`src/sv/gms_pkg.sv`:
```
// Shared constants and types for the greedy motif search block.
package gms_pkg;
  localparam int MaxK = 12;
  localparam int MaxT = 16;
  localparam int MaxLen = 256;
  localparam int StoreDepth = 4096;
  localparam int AddrW = 12;
  localparam int KW = 4;
  localparam int TW = 5;
  localparam int LW = 9;
  localparam int CntW = 5;
  localparam int ProdW = 64;
  localparam int ProfDepth = 4 * MaxK;
  localparam int ProfAW = 6;

  localparam logic [1:0] RegKmerLen = 2'd0;
  localparam logic [1:0] RegNumStrings = 2'd1;
  localparam logic [1:0] RegStringLen = 2'd2;

  // Commands from the controller to the datapath.
  typedef enum logic [3:0] {
    CMD_NONE,
    CMD_INIT,        // clear best starts, zero score accumulator
    CMD_SCORE_BEST,  // score pass over best starts (accumulate one read)
    CMD_NEW_CAND,    // current_starts[0] = i
    CMD_PROF_CLR,    // refill profile with ones, zero best product
    CMD_PROF_ADD,    // add one base into profile
    CMD_PROD_MUL,    // multiply running product by one count
    CMD_PROD_DONE,   // compare product to best
    CMD_SET_START,   // current_starts[row] = best pos
    CMD_SCORE_CUR,   // score pass over current starts
    CMD_COMMIT       // compare score, maybe copy
  } cmd_t;

  typedef struct packed {
    cmd_t            cmd;
    logic [3:0]      row;   // string index
    logic [8:0]      pos;   // position (p or i)
    logic [3:0]      col;   // column c
    logic            first; // first element of a pass
    logic            last;  // column done, fold its score
  } ctl_t;

  typedef struct packed {
    logic [7:0] start;
    logic [7:0] score;
  } sts_t;
endpackage

```
`src/sv/gms_ctrl.sv`:
```
// Controller: load counter and search sequencer issuing datapath commands.
module gms_ctrl (
  input  logic                 clk,
  input  logic                 rst,
  input  logic                 start,
  output logic                 busy,
  output logic                 wr_en,
  output logic [gms_pkg::AddrW-1:0] wr_addr,
  input  logic [gms_pkg::KW-1:0] eff_k,
  input  logic [gms_pkg::TW-1:0] eff_t,
  input  logic [gms_pkg::LW-1:0] eff_len,
  output gms_pkg::ctl_t        ctl,
  output logic [3:0]           out_row,
  input  gms_pkg::sts_t        sts,
  output logic                 strobe,
  output logic [3:0]           string_index,
  output logic [7:0]           motif_start,
  output logic [7:0]           motif_score,
  output logic                 last_motif
);
  import gms_pkg::*;

  typedef enum logic [3:0] {
    S_LOAD, S_INIT, S_SC_RD, S_SC_GAP, S_SC_COL, S_CAND, S_PCLR, S_PADD,
    S_PMUL, S_PGAP, S_PWAIT, S_PDONE, S_SETS, S_COMMIT, S_OUT
  } state_t;

  state_t state;
  logic [AddrW-1:0] load_count;
  logic scoring_best;
  logic [8:0] cand, pos;
  logic [3:0] row, rr, col;
  logic [8:0] last_pos;
  logic [12:0] total;

  assign total = 13'(eff_t * eff_len);
  assign last_pos = eff_len - 9'(eff_k);
  assign busy = (state != S_LOAD);
  assign wr_en = start && !busy;
  assign wr_addr = load_count;
  assign out_row = rr;

  always_comb begin
    ctl = '0;
    ctl.row = rr;
    ctl.col = col;
    ctl.pos = pos;
    unique case (state)
      S_INIT: ctl.cmd = CMD_INIT;
      S_SC_RD: begin
        ctl.cmd = scoring_best ? CMD_SCORE_BEST : CMD_SCORE_CUR;
        ctl.first = (rr == '0);
      end
      S_SC_COL: begin
        ctl.cmd = CMD_NONE;
        ctl.last = (col != 4'(eff_k - 1'b1));
        if (col == 4'(eff_k - 1'b1)) begin
          ctl.cmd = CMD_COMMIT;
          ctl.first = scoring_best;
        end
      end
      S_CAND: begin ctl.cmd = CMD_NEW_CAND; ctl.pos = cand; end
      S_PCLR: ctl.cmd = CMD_PROF_CLR;
      S_PADD: ctl.cmd = CMD_PROF_ADD;
      S_PMUL: begin
        ctl.cmd = CMD_PROD_MUL; ctl.row = row; ctl.first = (col == '0);
      end
      S_PDONE: ctl.cmd = CMD_PROD_DONE;
      S_SETS: begin ctl.cmd = CMD_SET_START; ctl.row = row; end
      default: ;
    endcase
  end

  always_ff @(posedge clk) begin
    if (rst) begin
      state <= S_LOAD; load_count <= '0; strobe <= 1'b0;
      rr <= '0; col <= '0; pos <= '0; row <= '0; cand <= '0; scoring_best <= 1'b0;
      string_index <= '0; motif_start <= '0; motif_score <= '0; last_motif <= 1'b0;
    end else begin
      strobe <= 1'b0;
      unique case (state)
        S_LOAD: if (start) begin
          if (13'(load_count) + 13'd1 < total) load_count <= load_count + 1'b1;
          else begin load_count <= '0; state <= S_INIT; end
        end
        S_INIT: begin
          scoring_best <= 1'b1; rr <= '0; col <= '0; state <= S_SC_RD;
        end
        S_SC_RD: if (5'(rr) + 5'd1 < eff_t) rr <= rr + 1'b1; else state <= S_SC_GAP;
        S_SC_GAP: state <= S_SC_COL;
        S_SC_COL: begin
          rr <= '0;
          if (col == 4'(eff_k - 1'b1)) begin
            col <= '0;
            if (scoring_best) begin
              scoring_best <= 1'b0; cand <= '0; state <= S_CAND;
            end else if (cand == last_pos) begin
              rr <= '0; state <= S_OUT;
            end else begin
              cand <= cand + 1'b1; state <= S_CAND;
            end
          end else begin
            col <= col + 1'b1; state <= S_SC_RD;
          end
        end
        S_CAND: begin
          row <= 4'd1; rr <= '0; col <= '0; pos <= '0;
          state <= (eff_t > 5'd1) ? S_PCLR : S_SC_RD;
        end
        S_PCLR: begin
          rr <= '0; col <= '0; pos <= '0;
          state <= S_PADD;
        end
        S_PADD: begin
          if (col != 4'(eff_k - 1'b1)) col <= col + 1'b1;
          else begin
            col <= '0;
            if (rr + 1'b1 < row) rr <= rr + 1'b1;
            else begin rr <= row; state <= S_PMUL; end
          end
        end
        S_PMUL: if (col != 4'(eff_k - 1'b1)) col <= col + 1'b1; else state <= S_PGAP;
        S_PGAP: state <= S_PWAIT;
        S_PWAIT: state <= S_PDONE;
        S_PDONE: begin
          col <= '0;
          if (pos == last_pos) state <= S_SETS;
          else begin pos <= pos + 1'b1; state <= S_PMUL; end
        end
        S_SETS: begin
          if (5'(row) + 5'd1 < eff_t) begin row <= row + 1'b1; state <= S_PCLR; end
          else begin rr <= '0; col <= '0; state <= S_SC_RD; end
        end
        S_OUT: begin
          strobe <= 1'b1;
          string_index <= rr;
          motif_start <= sts.start;
          motif_score <= sts.score;
          last_motif <= (5'(rr) + 5'd1 == eff_t);
          if (5'(rr) + 5'd1 == eff_t) state <= S_LOAD;
          else rr <= rr + 1'b1;
        end
        default: state <= S_LOAD;
      endcase
    end
  end
endmodule

```
`config.mk`:
```
export PLATFORM = sky130hd
export DESIGN_NAME = gms_ctrl
export DESIGN_NICKNAME = d
export VERILOG_FILES = /design/src/sv/gms_pkg.sv /design/src/sv/gms_ctrl.sv
export SDC_FILE = /design/constraint.sdc
export NUM_CORES = 1
export LEC_CHECK = 0
export ABC_AREA = 1
export BUFFER_PORTS_ARGS = -buffer_cell sky130_fd_sc_hd__buf_4
export CAP_MARGIN = 40
export CORE_UTILIZATION = 60
export DETAILED_ROUTE_END_ITERATION = 8
export GPL_TIMING_DRIVEN = 0
export PLACE_DENSITY = 0.84
export SYNTH_ARGS = -nofsm -noshare
export SYNTH_HDL_FRONTEND = slang
export SYNTH_SLANG_ARGS = --single-unit
```
`constraint.sdc`:
```
create_clock -name clk -period 17.48 [get_ports clk]
set_input_delay 4.37 -clock clk [delete_from_list [all_inputs] [get_ports clk]]
set_output_delay 4.37 -clock clk [all_outputs]
set_load 0.05 [all_outputs]
```
==> impl_metrics.env, run 1 <==
export IMPL_fin_ws_ns=6.92
export IMPL_drt_iter0_drc=480
export IMPL_ctsResizeCount=0
export IMPL_clock_latency_ns=0.37
export IMPL_yosysTopAreaCell="dfxtp_1"
export IMPL_gp_congestion=0.936
export IMPL_wl_per_cell_um=14.0
export IMPL_cts_setup_buffers=0
export IMPL_status="complete, no violations"
export IMPL_cts_tree="yes"
export IMPL_finish_instance_area_mm2=0.00753
export IMPL_power_density_mw_per_mm2=96.9
export IMPL_min_path_type="reg -> reg"
export IMPL_fp_dieH_um=106
export IMPL_routed_wl_um=17000
export IMPL_crit_type="in -> out"
export IMPL_leakage_nw=3.87
export IMPL_io_pins=100
export IMPL_ant_nets=0
export IMPL_seq_area_frac_synth=0.214
export IMPL_syn2layout_area_growth_pct=16.8
export IMPL_worstRegToRegCells=21
export IMPL_postSynthCellCount=968
export IMPL_die_area_mm2=0.0112
export IMPL_ff2ff_setup_slack_ns=14.26
export IMPL_diodes=0
export IMPL_max_freq_mhz=94.7
export IMPL_crit_arrival_ns=6.19
export IMPL_grt_pass1_vias=6255
export IMPL_post_synth_top_count_cell="nand2_1"
export IMPL_max_slew_margin=0.510
export IMPL_cts_sinks=69
export IMPL_grt_max_degree=14
export IMPL_utilization=0.727
export IMPL_tightest_slew_ns=0.735
export IMPL_row_count=37
export IMPL_min_from="wr_addr[11]"
export IMPL_rsz0062_at_grt="false"
export IMPL_hpwl_um=13400
export IMPL_finalSetupTns_ns=0
export IMPL_drc_errors=0
export IMPL_holdWs_ns=0.509
export IMPL_synthTopCellsByCount="218 x nand2_1, 143 x inv_1, 106 x nor2_1"
export IMPL_start_kind="input pin"
export IMPL_cts_hold_buf=0
export IMPL_ys_warn_count=0
export IMPL_min_period_over_period=0.604
export IMPL_ys_ff_latch=69
export IMPL_syn_area_per_cell_um2=6.66
export IMPL_portBuffers=95
export IMPL_synth_edf_count=0
export IMPL_vias=6461
export IMPL_grt_usage=0.316
export IMPL_r2r_start="wr_addr[0]"
export IMPL_async_flop_share=0
export IMPL_vdd_drop_max_mv=0.130
export IMPL_crit_required_ns=13.11
export IMPL_clk_pin_slew_ns=0.08
export IMPL_ys_types=47
export IMPL_synthFlopType="dfxtp_1"
export IMPL_pre_cts_slack_ns=6.94
export IMPL_numCtsBuffers=9
export IMPL_yosys_top_cells_area="dfxtp_1 21%, nand2_1 13%, ha_1 11%, inv_1 8.3%, fa_1 6.5%"
export IMPL_critPathMaxFanout=5
export IMPL_critPathCaptureType="output port"
export IMPL_drive_gt1_frac=0.150
export IMPL_antenna_found_initial=0
export IMPL_r2r_end="state[0]"
export IMPL_setup_violations=0
export IMPL_clock_path_buffers=2
export IMPL_grt_pass1_wl_um=28500
export IMPL_slew_viol_final=0
export IMPL_synth_nets=1084
export IMPL_start_util=0.622
export IMPL_instances_no_fill=1215
export IMPL_ctsHtreeMaxLevel=3
export IMPL_place_inst=1199
export IMPL_syn_area_mm2=0.00645
export IMPL_holdPathStages=2
export IMPL_holdPathEnd="wr_addr[11]"
export IMPL_min_period_ns=10.56
export IMPL_n_fill_cell=906
export IMPL_viasPerCell=5.32
export IMPL_coreArea_mm2=0.0104
export IMPL_clockRootBuffer="clkbuf_8"
export IMPL_firstDrtPassIters=5
export IMPL_grt_overflow=0
export IMPL_total_power_mw=0.730
export IMPL_yosys_area_top_type_share=0.214
export IMPL_post_dp_cell_area_mm2=0.00733
export IMPL_nNetsFinal=1190
export IMPL_finalHoldViolCount=0
export IMPL_drv_cap=0
export IMPL_die_w_um=106
export IMPL_finalClockSkew_ns=0.0124
==> how the worst max path moves through the flow <==
stage | from | endpoint | slack (ns) | depth (start not counted)
after floorplan | eff_k[1] | ctl[1] | 6.83 | 9
after global placement | eff_k[1] | ctl[1] | 6.97 | 11
after detailed placement | eff_k[1] | ctl[1] | 6.94 | 11
after CTS | eff_k[1] | ctl[1] | 6.92 | 11
after global routing | eff_k[1] | ctl[1] | 6.70 | 11
final | eff_k[1] | ctl[1] | 6.92 | 11
==> power by group <==
part           internal [mW]  total [mW]  switching (mW)
Sequential             0.170       0.188          0.0178
Combinational          0.133       0.405           0.271
Clock                 0.0674       0.138          0.0707
Total                  0.370       0.730           0.360
==> cell usage in the layout, fill, tap and decap left out, types with 2 or more instances in the layout <==
| master | netlist | final |
|---|---|---|
| a211oi_1 | 4 | 4 |
| a21oi_1 | 64 | 64 |
| a21oi_2 | 3 | 3 |
| a22oi_1 | 2 | 2 |
| a32oi_1 | 2 | 2 |
| buf_2 | 7 | 7 |
| buf_4 | 0 | 95 |
| buf_6 | 4 | 4 |
| clkbuf_1 | 14 | 15 |
| clkbuf_8 | 0 | 9 |
| clkinv_2 | 1 | 2 |
| clkinv_4 | 0 | 3 |
| dfxtp_1 | 69 | 69 |
| fa_1 | 21 | 21 |
| ha_1 | 58 | 58 |
| inv_1 | 143 | 143 |
| inv_2 | 9 | 9 |
| nand2_1 | 218 | 218 |
| nand2_2 | 7 | 7 |
| nand2_4 | 2 | 2 |
| nand3_1 | 73 | 73 |
| nand3b_1 | 8 | 8 |
| nand4_1 | 10 | 10 |
| nor2_1 | 106 | 106 |
| nor2_2 | 8 | 8 |
| nor2_4 | 2 | 2 |
| nor3_1 | 9 | 9 |
| nor3b_1 | 2 | 2 |
| nor3b_4 | 2 | 2 |
| nor4_1 | 2 | 2 |
| o2111ai_1 | 3 | 3 |
| o211ai_1 | 2 | 2 |
| o21ai_0 | 48 | 48 |
| xnor2_1 | 11 | 11 |
| xor2_1 | 39 | 39 |
==> cell families (layout without fill, tap and decap cells) <==
group                    count (synthesis)  count (layout)  share of synthesized area
adder cells (fa/ha/maj)                 79              79                      0.178
AND/OR/NAND/NOR                        454             454                      0.311
AO/OA/AOI/OAI                          134             134                      0.115
flip-flops                              69              69                      0.214
buffers and inverters                  182             293                      0.113
XOR/XNOR                                50              50                     0.0679
==> routing by layer <==
metal / vias to the layer above / global-route usage / share of wire
li1: 3293 / - / -
met3: 30 / 0.0724 / 0.076
met5: - / 0 / 0
met4: 0 / 0.109 / 0.026
met1: 2906 / 0.393 / 0.43
met2: 232 / 0.537 / 0.46
==> flip-flops by register name, indices dropped and copies added, names as in the netlist, 4 cells and up <==
| name | cells |
|---|---|
| col | 4 |
| out_row | 4 |
| state | 4 |
| pos | 9 |
| motif_start | 8 |
| cand | 9 |
| string_index | 4 |
| wr_addr | 12 |
| row | 4 |
| motif_score | 8 |
==> worst max-delay path, cell delays in order <==
cell,delay [ns]
buf_4,0.12
inv_1,0.14
ha_1,0.26
xor2_1,0.13
o21ai_0,0.10
nor2_1,0.14
nand2_1,0.16
nor2_4,0.18
inv_1,0.13
o221ai_1,0.20
buf_4,0.25
==> cell type report <==
type / count / area (um2) / area share
multi-input cells: 717 / 4340 / 0.576
well taps: 136 / 170 / 0.0226
inverters: 154 / 582 / 0.0772
clock buffers: 10 / 128 / 0.0169
plain buffers: 28 / 150 / 0.0199
flip-flops and latches: 69 / 1380 / 0.183
clock inverters: 6 / 72.6 / 0.00963
repair buffers: 95 / 713 / 0.0947
Note: power is estimated with default switching activity, not from simulation.
==> run 2: changes to the inputs <==
--- a/config.mk
+++ b/config.mk
@@ -8,10 +8,10 @@
 export ABC_AREA = 1
 export BUFFER_PORTS_ARGS = -buffer_cell sky130_fd_sc_hd__buf_4
 export CAP_MARGIN = 40
-export CORE_UTILIZATION = 60
+export CORE_UTILIZATION = 53
 export DETAILED_ROUTE_END_ITERATION = 8
 export GPL_TIMING_DRIVEN = 0
-export PLACE_DENSITY = 0.84
+export PLACE_DENSITY = 0.78
 export SYNTH_ARGS = -nofsm -noshare
 export SYNTH_HDL_FRONTEND = slang
 export SYNTH_SLANG_ARGS = --single-unit
==> constraint.sdc (replaced) <==
create_clock -name clk -period 9.37 [get_ports clk]
set_input_delay 2.3425 -clock clk [delete_from_list [all_inputs] [get_ports clk]]
set_output_delay 2.3425 -clock clk [all_outputs]
set_load 0.05 [all_outputs]
==> run 2 against run 1 <==
The run now ends with design-rule violations left. Critical endpoint is now state[2]. First-iteration DRC count down 12%. Clock-buffer cell count down 1. Wire length fell by 0.93%. Design area is 1.2% higher. Sequential cell count did not move. Global-route usage is 3.3 points lower. Critical path type is now in -> reg. Highest routed layer unchanged. Sequential power is 85% higher. Total power increased by 96%. Core utilization down 7.3 points. Clock skew fell by 0.0067 ns. Register-to-register slack lost 8.1 ns. Critical path depth is 16 higher.
==> impl_metrics.env, run 2 (same netlist as run 1, synthesis figures left out) <==
export IMPL_p_seq_frac=0.243
export IMPL_switching_share=0.478
export IMPL_pwr_share_comb=0.526
export IMPL_min_period_ns=7.18
export IMPL_diodes=0
export IMPL_ctsResizeCount=0
export IMPL_slew_viol_final=0
export IMPL_post_dp_cell_area_mm2=0.00734
export IMPL_min_path_type="reg -> reg"
export IMPL_clock_path_buffers=2
export IMPL_die_w_um=112
export IMPL_violations="design-rule violations"
export IMPL_clk_pin_slew_ns=0.06
export IMPL_wl_per_cell_um=13.8
export IMPL_holdPathEnd="wr_addr[6]"
export IMPL_drv_cap=0
export IMPL_vdd_drop_max_mv=0.175
export IMPL_final_common_cell="nand2_1"
export IMPL_finalSetupTns_ns=0
export IMPL_crit_type="in -> reg"
export IMPL_worstRegToRegCells=15
export IMPL_start_util=0.553
export IMPL_critPathMaxFanout=10
export IMPL_rsz0062_at_grt="false"
export IMPL_syn2layout_area_growth_pct=18.2
export IMPL_drc_errors=4
export IMPL_finish_instance_area_mm2=0.00762
export IMPL_routed_wl_um=16900
export IMPL_r2r_end="state[2]"
export IMPL_leakage_nw=3.91
export IMPL_firstDrtPassIters=7
export IMPL_largest_register_ffs=12
export IMPL_setup_violations=0
export IMPL_r2r_start="wr_addr[0]"
export IMPL_antenna_found_initial=0
export IMPL_nNetsFinal=1190
export IMPL_cts_tree="yes"
export IMPL_status="finished, violations left"
export IMPL_ctsHtreeMaxLevel=3
export IMPL_cts_hold_buf=0
export IMPL_hpwl_um=13300
export IMPL_viasPerCell=5.22
export IMPL_p_clk_frac=0.232
export IMPL_grt_pass1_vias=6108
export IMPL_vias=6383
export IMPL_intPower_mw=0.747
export IMPL_drive_gt1_frac=0.151
export IMPL_power_density_mw_per_mm2=188
export IMPL_ant_nets=0
export IMPL_max_freq_mhz=139
export IMPL_clock_latency_ns=0.35
export IMPL_slowest_stage="fa_1"
export IMPL_p_switching_mw=0.685
export IMPL_clockRootBuffer="clkbuf_16"
export IMPL_finalClockSkew_ns=0.00571
export IMPL_max_slew_margin=0.495
export IMPL_io_pins=100
export IMPL_tightest_slew_ns=0.758
export IMPL_finalHoldViolCount=0
export IMPL_min_from="wr_addr[6]"
export IMPL_coreArea_mm2=0.0117
export IMPL_drt_iter0_drc=422
export IMPL_utilization=0.654
export IMPL_grt_max_degree=15
export IMPL_die_area_mm2=0.0126
export IMPL_holdPathStages=2
export IMPL_row_count=39
export IMPL_numCtsBuffers=9
export IMPL_portBuffers=95
export IMPL_grt_overflow=0
export IMPL_final_cell_mix="218 x nand2_1, 143 x inv_1, 106 x nor2_1"
export IMPL_cts_sinks=69
export IMPL_crit_required_ns=9.62
export IMPL_min_period_over_period=0.766
export IMPL_grt_usage=0.283
export IMPL_grt_pass1_wl_um=28600
export IMPL_start_kind="input pin"
export IMPL_cts_setup_buffers=0
export IMPL_crit_arrival_ns=7.43
export IMPL_critical_path_max_stage_delay_ns=0.54
export IMPL_critPathCaptureType="flop"
export IMPL_ff2ff_setup_slack_ns=6.19
export IMPL_fp_dieH_um=112
export IMPL_gp_congestion=0.945
export IMPL_total_power_mw=1.43
-- run 2: changes by cell type in the layout (fill, tap and decap cells not counted) --
cell / previous run / this run
clkbuf_16: 0 / 9
clkbuf_8: 9 / 0
inv_6: 0 / 3
bufinv_16: 1 / 0
clkbuf_1: 15 / 14
clkinv_4: 3 / 2
clkinvlp_4: 0 / 1
inv_8: 1 / 0
-- run 2: routing by layer --
layer | vias to the layer above | wire length, um | GRT usage
met3 | 28 | 944 | 0.0529
met1 | 2873 | 7760 | 0.362
met5 | - | 0 | 0
met4 | 0 | 376 | 0.106
met2 | 182 | 7800 | 0.475
li1 | 3300 | - | -
-- run 2: worst max-delay path, delay by kind of cell --
kind | cells | cell delay [ns]
adders and majority gates | 5 | 2.16
AOI/OAI and AO/OA | 6 | 1.17
and+or+nand+nor | 9 | 0.93
buffers and inverters | 6 | 0.68
xor gates and xnor gates | 1 | 0.13
-- run 2: worst max-delay path by stage --
stage | start | to | slack, ns | cells after the start
3_3_place_gp | eff_t[3] | state[3] | 1.88 | 28
4_1_cts | eff_t[3] | state[2] | 2.22 | 27
2_1_floorplan | eff_t[3] | state[3] | 2.62 | 27
3_5_place_dp | eff_t[3] | state[2] | 1.86 | 27
5_1_grt | eff_t[3] | state[0] | 1.76 | 28
6_report | eff_t[3] | state[2] | 2.19 | 27
-- run 2: metrics by stage --
stage | hold slack, ns | worst slack [ns] | cells
after floorplan | 0.458 | 2.62 | 968
after global placement | 0.487 | 1.88 | 1206
after detailed placement | 0.493 | 1.86 | 1206
after CTS | 0.503 | 2.22 | 1222
after global routing | 0.526 | 1.76 | 1222
final | 0.505 | 2.19 | 1222
-- run 2: area by class of cell --
class,count,area (um2)
clock inverters,7,56.3
inverters,154,582
clock buffers,9,225
fillers,1085,4040
flip-flops and latches,69,1380
well taps,143,179
multi-input cells,717,4340
plain buffers,28,150
repair buffers,95,713
-- run 2: power groups by stage --
stage | combinational (mW) | sequential, mW | clock, mW
floorplan | 0.523 | 0.388 | 0
global placement | 0.734 | 0.353 | 0
detailed placement | 0.746 | 0.353 | 0
CTS | 0.751 | 0.347 | 0.333
global route | 0.845 | 0.351 | 0.346
finish | 0.753 | 0.347 | 0.332
==> run 3: changes to the inputs <==
==> constraint.sdc (replaced) <==
create_clock -name clk -period 5.95 [get_ports clk]
set_input_delay 1.4875 -clock clk [delete_from_list [all_inputs] [get_ports clk]]
set_output_delay 1.4875 -clock clk [all_outputs]
set_load 0.05 [all_outputs]
==> run 3 against run 2 <==
The flow still finishes with violations (design-rule violations). Clock power is 58% higher. Largest power group unchanged. Worst hold slack improved by 0.00072 ns. Core utilization grew 0.79 points. First-iteration DRC count grew 4.0%. Combinational power rose by 65%. Via count down 0.39%. Critical endpoint is now state[3].
==> impl_metrics.env, run 3 (same netlist as run 1, synthesis figures left out) <==
export IMPL_status="finished, violations left"
export IMPL_violations="design-rule violations"
export IMPL_vdd_drop_max_mv=0.275
export IMPL_io_pins=100
export IMPL_leakage_nw=3.91
export IMPL_instances_no_fill=1219
export IMPL_slew_viol_final=0
export IMPL_coreArea_mm2=0.0117
export IMPL_worst_path_buf_inv=6
export IMPL_clk_pin_slew_ns=0.06
export IMPL_crit_required_ns=6.25
export IMPL_finalHoldViolCount=0
export IMPL_grt_usage=0.283
export IMPL_critPathCaptureType="flop"
export IMPL_start_kind="input pin"
export IMPL_tightest_slew_ns=0.738
export IMPL_multiInputGateArea_mm2=0.00444
export IMPL_start_util=0.553
export IMPL_intPower_mw=1.20
export IMPL_holdWs_ns=0.506
export IMPL_seqCellArea_mm2=0.00138
export IMPL_power_density_mw_per_mm2=299
export IMPL_cts_sinks=69
export IMPL_row_count=39
export IMPL_cts_tree="yes"
export IMPL_firstDrtPassIters=7
export IMPL_switching_share=0.479
export IMPL_routed_wl_um=17100
export IMPL_largest_register_ffs=12
export IMPL_die_area_mm2=0.0126
export IMPL_pwr_share_comb=0.537
export IMPL_r2r_start="wr_addr[0]"
export IMPL_antenna_found_initial=0
export IMPL_clock_path_buffers=2
export IMPL_finalClockSkew_ns=0.00494
export IMPL_setup_violations=0
export IMPL_portBuffers=95
export IMPL_drv_cap=0
export IMPL_max_slew_margin=0.508
export IMPL_crit_family="adder cells"
export IMPL_p_switching_mw=1.11
export IMPL_fp_dieH_um=112
export IMPL_total_power_mw=2.31
export IMPL_place_inst=1206
export IMPL_grt_pass1_vias=6097
export IMPL_drive_gt1_frac=0.164
export IMPL_n_fill_cell=1061
export IMPL_nNetsFinal=1187
export IMPL_min_period_over_period=0.959
export IMPL_numCtsBuffers=9
export IMPL_critical_path_startpoint="eff_t[4]"
export IMPL_min_path_type="reg -> reg"
export IMPL_max_freq_mhz=175
export IMPL_crit_type="in -> reg"
export IMPL_ctsHtreeMaxLevel=3
export IMPL_clockRootBuffer="clkbuf_16"
export IMPL_p_clk_frac=0.226
export IMPL_diodes=0
export IMPL_die_w_um=112
export IMPL_min_from="wr_addr[6]"
export IMPL_grt_pass1_wl_um=28500
export IMPL_cp_common_cell="nand2_1"
export IMPL_clock_latency_ns=0.35
export IMPL_gp_congestion=0.945
export IMPL_vias=6358
export IMPL_syn2layout_area_growth_pct=19.6
export IMPL_cts_setup_buffers=0
export IMPL_wl_per_cell_um=14.0
export IMPL_drt_iter0_drc=439
export IMPL_final_cell_mix="216 x nand2_1, 143 x inv_1, 105 x nor2_1"
export IMPL_critPathMaxFanout=11
export IMPL_crit_arrival_ns=6.01
export IMPL_viasPerCell=5.22
export IMPL_drc_errors=4
export IMPL_grt_overflow=0
export IMPL_min_period_ns=5.71
export IMPL_ant_nets=0
export IMPL_slowest_stage="fa_1"
export IMPL_p_seq_frac=0.237
export IMPL_grt_max_degree=15
export IMPL_hpwl_um=13300
export IMPL_critical_path_max_stage_delay_ns=0.55
export IMPL_final_common_cell="nand2_1"
## run 3: cell types whose count changed in the layout (fill, tap and decap cells not counted), sizes merged
| cell | before | now |
|---|---|---|
| buf | 107 | 106 |
| clkbuf | 24 | 22 |
## run 3: layout make-up
cell class	instances	share of cell area
Multi-Input combinational cell	717	0.575
Sequential cell	69	0.179
Timing Repair Buffer	95	0.0924
Inverter	154	0.0754
Clock buffer	9	0.0292
Tap cell	143	0.0232
Buffer	25	0.0183
Clock inverter	7	0.00730
## run 3: what timing repair did
item / in CTS / in global routing
resized for setup: 1 / 19
hold buffers: 0 / 0
pin swaps: 0 / 7
hold endpoints to repair: 0 / 0
gates cloned: 0 / 0
endpoints found under the setup margin: 14 / 14
## run 3: final timing paths
path           endpoint  cells after the start  slack, ns
max reg2reg    state[3]                     16       2.84
min reg2reg  wr_addr[6]                      2       0.51
min          wr_addr[6]                      2       0.51
max            state[3]                     27       0.24
## run 3: worst min-delay path: cells and delay by family, from the launching register on
family | cells | cell delay, ns
compound gates | 1 | 0.06
flops | 1 | 0.33
simple gates | 1 | 0.07
## run 3: metrics by stage
step | utilization | area, um2 | setup WS, ns | setup TNS [ns]
2_1_floorplan | - | 6450 | 0.0566 | 0
3_3_place_gp | 0.630 | 7340 | -0.682 | -8.42
3_5_place_dp | 0.630 | 7340 | -0.705 | -9.31
4_1_cts | 0.653 | 7620 | 0.0352 | 0
5_1_grt | 0.662 | 7720 | -0.0106 | -0.0340
6_report | 0.662 | 7720 | 0.245 | 0
## run 3: power groups by stage
stage               clock network [mW]  logic (mW)  registers (mW)
finish                           0.523        1.24           0.548
global route                     0.546        1.38           0.553
CTS                              0.524        1.19           0.546
detailed placement                   0        1.17           0.555
global placement                     0        1.16           0.556
floorplan                            0       0.824           0.611
## run 3: routing by layer
metal	share of wire	vias up	track usage
li1	-	3301	-
met1	0.47	2866	0.362
met2	0.46	165	0.471
met3	0.047	26	0.0535
met4	0.023	0	0.109
met5	0	-	0
